**src/hdl/pending_order_trigger_matcher_top_assert.svh**
```systemverilog
// Assertion macros for the pending order trigger matcher.
`ifndef PENDING_ORDER_TRIGGER_MATCHER_TOP_ASSERT_SVH
`define PENDING_ORDER_TRIGGER_MATCHER_TOP_ASSERT_SVH

`ifndef NO_ASSERTIONS
`define POPTM_ASSERT(lbl, clk, rstn, prop, msg) \
  lbl: assert property (@(posedge clk) disable iff (!rstn) prop) else $error(msg);
`define POPTM_ASSERT_IMPL(lbl, clk, rstn, pre, post, msg) \
  lbl: assert property (@(posedge clk) disable iff (!rstn) (pre) |-> (post)) else $error(msg);
`else
`define POPTM_ASSERT(lbl, clk, rstn, prop, msg)
`define POPTM_ASSERT_IMPL(lbl, clk, rstn, pre, post, msg)
`endif

`endif

```
**src/hdl/poptm_pkg.sv**
```systemverilog
// ----------------------------------------------------------------------------
// poptm_pkg
// Types and codes shared by the pending order trigger matcher.
// ----------------------------------------------------------------------------
`default_nettype none

package poptm_pkg;

  localparam int unsigned RES_CAP = 64;
  localparam int unsigned RCW     = 7;

  localparam logic [2:0] OP_ADD     = 3'd0;
  localparam logic [2:0] OP_REMOVE  = 3'd1;
  localparam logic [2:0] OP_TICK    = 3'd2;
  localparam logic [2:0] OP_CLR_PF  = 3'd3;
  localparam logic [2:0] OP_CLR_ALL = 3'd4;

  localparam logic [1:0] RK_ACK    = 2'd0;
  localparam logic [1:0] RK_FILL   = 2'd1;
  localparam logic [1:0] RK_NOFILL = 2'd2;

  localparam logic [1:0] ST_OK       = 2'd0;
  localparam logic [1:0] ST_NO_PF    = 2'd1;
  localparam logic [1:0] ST_FULL     = 2'd2;
  localparam logic [1:0] ST_NOTFOUND = 2'd3;

  localparam logic [1:0] KIND_LIMIT   = 2'd0;
  localparam logic [1:0] KIND_STOP    = 2'd1;
  localparam logic [1:0] KIND_STOPLIM = 2'd2;

  localparam logic SIDE_BUY = 1'b0;

  typedef enum logic [2:0] {
    CMD_ADD,
    CMD_REMOVE,
    CMD_TICK,
    CMD_CLR_PF,
    CMD_CLR_ALL,
    CMD_NOP
  } cmd_e;

  typedef struct packed {
    cmd_e        kind;
    logic [15:0] ord_id;
    logic [7:0]  portfolio;
    logic [11:0] symbol;
    logic [1:0]  okind;
    logic        side;
    logic [31:0] limit;
    logic [31:0] stop;
    logic [31:0] qty;
    logic [31:0] bid;
    logic [31:0] ask;
    logic [31:0] last;
  } cmd_t;

  typedef struct packed {
    logic [15:0] ord_id;
    logic [7:0]  portfolio;
    logic [11:0] symbol;
    logic [1:0]  okind;
    logic        side;
    logic [31:0] limit;
    logic [31:0] stop;
    logic [31:0] qty;
    logic        armed;
  } entry_t;

  typedef struct packed {
    logic [1:0]  rkind;
    logic [1:0]  status;
    logic [15:0] ord_id;
    logic [31:0] price;
    logic [31:0] qty;
    logic        side;
    logic [1:0]  okind;
    logic [6:0]  pending;
    logic        last;
  } result_t;

endpackage

`default_nettype wire

```
**src/hdl/poptm_front.sv**
```systemverilog
// ----------------------------------------------------------------------------
// poptm_front
// Accepts requests, decodes the op code and queues commands for the back end.
// ----------------------------------------------------------------------------
`default_nettype none

module poptm_front (
  input  wire logic           clk_i,
  input  wire logic           rst_ni,
  input  wire logic           in_valid_i,
  output logic                in_ready_o,
  input  wire logic [2:0]     in_op_i,
  input  wire logic [230:0]   in_data_i,
  output logic                q_valid_o,
  output poptm_pkg::cmd_t     q_data_o,
  input  wire logic           q_pop_i
);
  import poptm_pkg::*;

  cmd_t       fifo_q [2];
  cmd_t       cmd;
  logic       wptr_q, wptr_d, rptr_q, rptr_d;
  logic [1:0] cnt_q, cnt_d;
  logic       push;

  always_comb begin
    unique case (in_op_i)
      OP_ADD:     cmd.kind = CMD_ADD;
      OP_REMOVE:  cmd.kind = CMD_REMOVE;
      OP_TICK:    cmd.kind = CMD_TICK;
      OP_CLR_PF:  cmd.kind = CMD_CLR_PF;
      OP_CLR_ALL: cmd.kind = CMD_CLR_ALL;
      default:    cmd.kind = CMD_NOP;
    endcase
    cmd.ord_id    = in_data_i[15:0];
    cmd.portfolio = in_data_i[23:16];
    cmd.symbol    = in_data_i[35:24];
    cmd.okind     = in_data_i[37:36];
    cmd.side      = in_data_i[38];
    cmd.limit     = in_data_i[70:39];
    cmd.stop      = in_data_i[102:71];
    cmd.qty       = in_data_i[134:103];
    cmd.bid       = in_data_i[166:135];
    cmd.ask       = in_data_i[198:167];
    cmd.last      = in_data_i[230:199];
  end

  assign in_ready_o = (cnt_q != 2'd2);
  assign push       = in_valid_i && in_ready_o;
  assign q_valid_o  = (cnt_q != 2'd0);
  assign q_data_o   = fifo_q[rptr_q];

  always_comb begin
    wptr_d = wptr_q ^ push;
    rptr_d = rptr_q ^ q_pop_i;
    cnt_d  = cnt_q + {1'b0, push} - {1'b0, q_pop_i};
  end

  always_ff @(posedge clk_i) begin
    if (push) begin
      fifo_q[wptr_q] <= cmd;
    end
  end

  always_ff @(posedge clk_i or negedge rst_ni) begin
    if (!rst_ni) begin
      wptr_q <= 1'b0;
      rptr_q <= 1'b0;
      cnt_q  <= 2'd0;
    end else begin
      wptr_q <= wptr_d;
      rptr_q <= rptr_d;
      cnt_q  <= cnt_d;
    end
  end

endmodule

`default_nettype wire

```
**config.mk**
```make
export PLATFORM = sky130hd
export DESIGN_NAME = poptm_front
export DESIGN_NICKNAME = d
export VERILOG_FILES = /design/src/hdl/pending_order_trigger_matcher_top_assert.svh /design/src/hdl/poptm_pkg.sv /design/src/hdl/poptm_front.sv
export SDC_FILE = /design/constraint.sdc
export NUM_CORES = 1
export LEC_CHECK = 0
export BUFFER_PORTS_ARGS = -buffer_cell sky130_fd_sc_hd__buf_2
export CORE_MARGIN = 4
export CORE_UTILIZATION = 30
export DETAILED_ROUTE_END_ITERATION = 7
export MAX_ROUTING_LAYER = met4
export SLEW_MARGIN = 10
export SYNTH_ARGS = -nofsm -noshare
export SYNTH_HDL_FRONTEND = slang
export SYNTH_SLANG_ARGS = --single-unit
```
**constraint.sdc**
```tcl
create_clock -name clk_i -period 24 [get_ports clk_i]
set_clock_uncertainty 0.2 [all_clocks]
set_input_delay 6 -clock clk_i [delete_from_list [all_inputs] [get_ports clk_i]]
set_output_delay 6 -clock clk_i [all_outputs]
set_load 0.1 [all_outputs]
```
==> impl_metrics.env, run 1 <==
export IMPL_synth_edff_count=468
export IMPL_syn_num_nets=990
export IMPL_yosys_most_used_dff="edfxtp_1"
export IMPL_clockBufferDepth=3
export IMPL_critPathCaptureType="primary output"
export IMPL_gp_congestion=0.768
export IMPL_h_tree_depth=2
export IMPL_period_needed_ps=9510
export IMPL_cts_buffers_inserted=50
export IMPL_insertion_delay_ps=570
export IMPL_portBuffers=473
export IMPL_synth_cell_type_count=20
export IMPL_dieArea_sq_mm=0.0630
export IMPL_first_iter_violations=381
export IMPL_clkSinkCount=472
export IMPL_fmax_ghz=0.105
export IMPL_clk_pin_slew_ps=60
export IMPL_wl_per_cell_um=18.3
export IMPL_async_reset_ff_share_pct=0.847
export IMPL_initial_utilization_pct=30.5
export IMPL_cts_root_buf="clkbuf_16"
export IMPL_crit_slowest_cell="dfrtp_4"
export IMPL_maxSlewHeadroom_pct=23.1
export IMPL_cp_arrival_ps=3310
export IMPL_final_layout_size_suffix_gt1_share_pct=60.8
export IMPL_rows=88
export IMPL_vias_per_cell=4.28
export IMPL_antenna_found_initial=7
export IMPL_post_place_cells=1970
export IMPL_fin_nets=1497
export IMPL_layout_worst_path_cycle_share_pct=39.6
export IMPL_synth_most_common_cell="edfxtp_1"
export IMPL_yosys_warnings=0
export IMPL_synth_seq_cells=472
export IMPL_crit_chain="buf_12, mux2_4, buf_2"
export IMPL_grt_max_degree=126
export IMPL_core_sq_mm=0.0580
export IMPL_cp_depth=3
export IMPL_hp_class="register to register"
export IMPL_final_setup_tns_ps=0
export IMPL_syn_avg_cell_area_sq_um=23.6
export IMPL_slowest_delay_ps=990
export IMPL_critPathMaxFanout=125
export IMPL_synth_top_cell_area_share_pct=79.3
export IMPL_drt_total_wl_um=37900
export IMPL_drc=0
export IMPL_final_hold_viol_count=0
export IMPL_dp_hpwl_um=25500
export IMPL_post_cts_resized=0
export IMPL_cap_violations=0
export IMPL_grt_pass1_vias=9483
export IMPL_dr_pass1_iters=6
export IMPL_setup_viol=0
export IMPL_post_cts_setup_buffers=0
export IMPL_grtUsageTotal_pct=11.7
export IMPL_netlist_instances=750
export IMPL_critical_path_top_delay_family="flip-flops"
export IMPL_min_path_cells=1
export IMPL_ios=474
export IMPL_netlist_area_sq_mm=0.0177
export IMPL_rr_worst_depth=6
export IMPL_vias=8835
export IMPL_final_cells=2066
export IMPL_drv_slew=0
export IMPL_cp_num_buf_inv=2
export IMPL_rsz0062_at_grt="false"
export IMPL_dieHeight_um=251
export IMPL_tightestPinTransition_ps=1150
export IMPL_num_fill_cells=5363
export IMPL_status="completed"
export IMPL_synth_area_leaders="edfxtp_1 79%, mux2_4 13%, mux2_2 5.3%, buf_6 1.1%, dfrtp_1 0.56%"
export IMPL_holdWs_ps=375
export IMPL_synth_top_area_cell="edfxtp_1"
export IMPL_die_w_um=251
export IMPL_grt_pass1_wl_um=55500
export IMPL_final_util_pct=38.7
export IMPL_areaGrowthSynthToFinish_pct=26.8
export IMPL_drt_antenna_violating_nets=0
export IMPL_critPathLaunchType="register"
export IMPL_yosys_top_cells_count="468 x edfxtp_1, 150 x mux2_4, 84 x mux2_2, 18 x buf_6, 8 x buf_2"
export IMPL_grt_overflow_total=0
export IMPL_postCtsHoldBufs=0
export IMPL_crit_type="register to primary output"
export IMPL_cp_data_required_time_ps=17800
export IMPL_cts_tree="built"
export IMPL_yosysSeqAreaShare_pct=79.9
cells by family after synthesis:
logic type,count (synthesis),synth area share (%)
adder cells (fa/ha/maj),2,0.141
buffers and inverters,30,1.45
AO/OA/AOI/OAI,3,0.127
multiplexers,234,18.1
flip-flops,472,79.9
XOR/XNOR,3,0.148
AND/OR/NAND/NOR,6,0.191
worst paths after layout:
check | start | end | slack (ps)
setup / recovery | rptr_q | q_data_o[160] | 14490
max in group asynchronous | rst_ni | rptr_q | 18440
min in group asynchronous | rst_ni | cnt_q[1] | 5020
setup reg to reg | cnt_q[0] | fifo_q[0][102] | 20360
hold reg to reg | cnt_q[0] | cnt_q[0] | 380
hold / removal | cnt_q[0] | cnt_q[0] | 380
state kept, by name, indices dropped and copies added, names as in the netlist:
| register | count |
|---|---|
| cnt_q | 2 |
| fifo_q | 468 |
| rptr_q | 1 |
| wptr_q | 1 |
cell usage in the layout, fill, tap and decap left out, types with 2 or more instances in the layout:
master and count:
buf_4 8, clkinvlp_4 2, diode_2 8, edfxtp_1 468, clkbuf_16 53, clkbuf_1 13
mux2_2 84, clkbuf_8 2, bufinv_16 2, inv_1 3, mux2_4 150, clkinv_1 10
clkinv_2 5, buf_2 473, dfrtp_1 3, xnor2_1 2
metal layers:
layer  GRT usage (%)  part of all wire, %
met5               -                    0
met4            4.76                  3.1
met2            19.8                   52
met3            3.67                  7.7
met1            12.8                   38
per-stage QoR:
step	setup WS [ps]	instance area [sq um]
2_1_floorplan	7120	17700
3_3_place_gp	14780	20900
3_5_place_dp	14750	20900
4_1_cts	14390	22500
5_1_grt	14310	22500
6_report	14490	22500
cell type report:
cell class              instances  area (sq um)  area share [%]
repair buffers                482          2450            10.9
diodes                          8          20.0          0.0891
clock buffers                  68          1400            6.24
flip-flops and latches        472         14200            63.0
inverters                       3          11.3          0.0501
well taps                     765           957            4.26
clock inverters                20           149           0.663
multi-input cells             248          3330            14.8
Power of run 1 is not shown: default switching activity piles up to over one toggle a cycle in this logic, so the estimate is an artifact.
==> run 2: changes to the inputs <==
clock period = 8.8 ns   (was 24 ns; I/O delays follow)
==> run 2 against run 1 <==
Against the previous run:
- flip-flop and latch count unchanged
- critical path depth did not move
- first-iteration DRC count decreased by 0.52%
- routed wire length grew 2.0%
- sequential share of layout area down 0.12 points
- highest routed layer unchanged
==> impl_metrics.env, run 2 (synthesized netlist as in run 1, its figures left out) <==
export IMPL_rrSetupSlack_ps=5770
export IMPL_core_sq_mm=0.0580
export IMPL_status="completed"
export IMPL_use_met1_pct=13.1
export IMPL_final_layout_size_suffix_gt1_share_pct=60.9
export IMPL_crit_slowest_cell="dfrtp_4"
export IMPL_fin_nets=1495
export IMPL_final_cell_mix="473 x buf_2, 468 x edfxtp_1, 150 x mux2_4"
export IMPL_rsz0062_at_grt="false"
export IMPL_h_tree_depth=2
export IMPL_rows=88
export IMPL_insertion_delay_ps=550
export IMPL_largest_registers="fifo_q (468), cnt_q (2)"
export IMPL_crit_chain="buf_12, mux2_4, buf_2"
export IMPL_cts_buffers_inserted=49
export IMPL_postCtsHoldBufs=0
export IMPL_largest_reg_flops=468
export IMPL_post_cts_resized=0
export IMPL_crit_type="register to primary output"
export IMPL_cap_violations=0
export IMPL_antenna_found_initial=13
export IMPL_areaGrowthSynthToFinish_pct=27.1
export IMPL_top_register="fifo_q"
export IMPL_hp_class="register to register"
export IMPL_layout_worst_path_cycle_share_pct=60.1
export IMPL_min_from="cnt_q[0]"
export IMPL_die_w_um=251
export IMPL_grtUsageTotal_pct=12.0
export IMPL_timing_rr_start="cnt_q[0]"
export IMPL_tightestPinTransition_ps=1120
export IMPL_num_fill_cells=5361
export IMPL_initial_utilization_pct=30.5
export IMPL_final_util_pct=38.8
export IMPL_cts_root_buf="clkbuf_16"
export IMPL_clkSinkCount=472
export IMPL_final_cells=2068
export IMPL_wl_per_cell_um=18.7
export IMPL_critPathCaptureType="primary output"
export IMPL_cp_arrival_ps=2890
export IMPL_dp_hpwl_um=26300
export IMPL_met2_usage_pct=20.8
export IMPL_maxSlewHeadroom_pct=25.5
export IMPL_grt_pass1_vias=9411
export IMPL_drc=0
export IMPL_drt_total_wl_um=38600
export IMPL_layout_commonest_cell="buf_2"
export IMPL_drv_slew=0
export IMPL_post_cts_setup_buffers=0
export IMPL_holdWs_ps=376
export IMPL_vias=8735
export IMPL_vias_per_cell=4.22
export IMPL_dieHeight_um=251
export IMPL_critPathLaunch="rptr_q"
export IMPL_cp_data_required_time_ps=6400
export IMPL_slowest_delay_ps=700
export IMPL_cts_tree="built"
export IMPL_final_setup_tns_ps=0
export IMPL_first_iter_violations=379
export IMPL_dr_pass1_iters=4
export IMPL_dieArea_sq_mm=0.0630
export IMPL_critPathMaxFanout=112
export IMPL_clk_pin_slew_ps=60
export IMPL_grtUsageMet3_pct=4.24
export IMPL_portBuffers=473
export IMPL_grt_pass1_wl_um=57200
export IMPL_setup_viol=0
export IMPL_critPathLaunchType="register"
export IMPL_gp_congestion=0.746
export IMPL_final_hold_viol_count=0
export IMPL_period_needed_ps=5290
export IMPL_post_place_cells=1969
export IMPL_ios=474
export IMPL_drt_antenna_violating_nets=0
export IMPL_grt_max_degree=128
export IMPL_fmax_ghz=0.189
export IMPL_grt_busiest_layer="met2"
export IMPL_clockBufferDepth=3
export IMPL_grt_overflow_total=0
[run 2: cell count changes in the layout (fill, tap and decap cells not counted), moves of 2 or more]
cell | before | now
bufinv_16 | 2 | 7
diode_2 | 8 | 13
clkbuf_16 | 53 | 49
buf_4 | 8 | 5
clkinv_2 | 5 | 8
buf_12 | 1 | 3
clkbuf_8 | 2 | 0
clkinvlp_4 | 2 | 0
[run 2: final cells by class]
type	instances	area, sq um	share of cell area, %
sequential	472	14200	62.9
multi-input combinational	248	3330	14.8
timing repair buffer	481	2460	10.9
clock buffer	61	1270	5.65
tap	765	957	4.25
clock inverter	25	293	1.30
antenna	13	32.5	0.145
inverter	3	11.3	0.0500
[run 2: final timing paths]
path                       cells after the start        endpoint
min                                            1        cnt_q[0]
min reg2reg                                    1        cnt_q[0]
max                                            3   q_data_o[105]
max in group asynchronous                      1          rptr_q
max reg2reg                                    5  fifo_q[0][229]
min in group asynchronous                      1        cnt_q[1]
[run 2: worst max-delay path, delay by kind of cell, from the launching register on]
| family | cells | cell delay [ps] |
|---|---|---|
| buffers and inverters | 2 | 940 |
| muxes | 1 | 310 |
| DFF | 1 | 700 |
[run 2: stage by stage]
stage | setup WS (ps) | area (sq um)
finish | 3510 | 22500
global route | 3400 | 22500
CTS | 3500 | 22500
detailed placement | 3980 | 20900
global placement | 3990 | 20900
floorplan | 166 | 17700
[run 2: routing by layer]
layer | up-vias | routed length [um]
met5 | - | 0
met4 | 0 | 775
met3 | 50 | 3180
met2 | 310 | 20000
met1 | 4353 | 14600
li1 | 4022 | -
Power of run 2 is left out for the same reason.
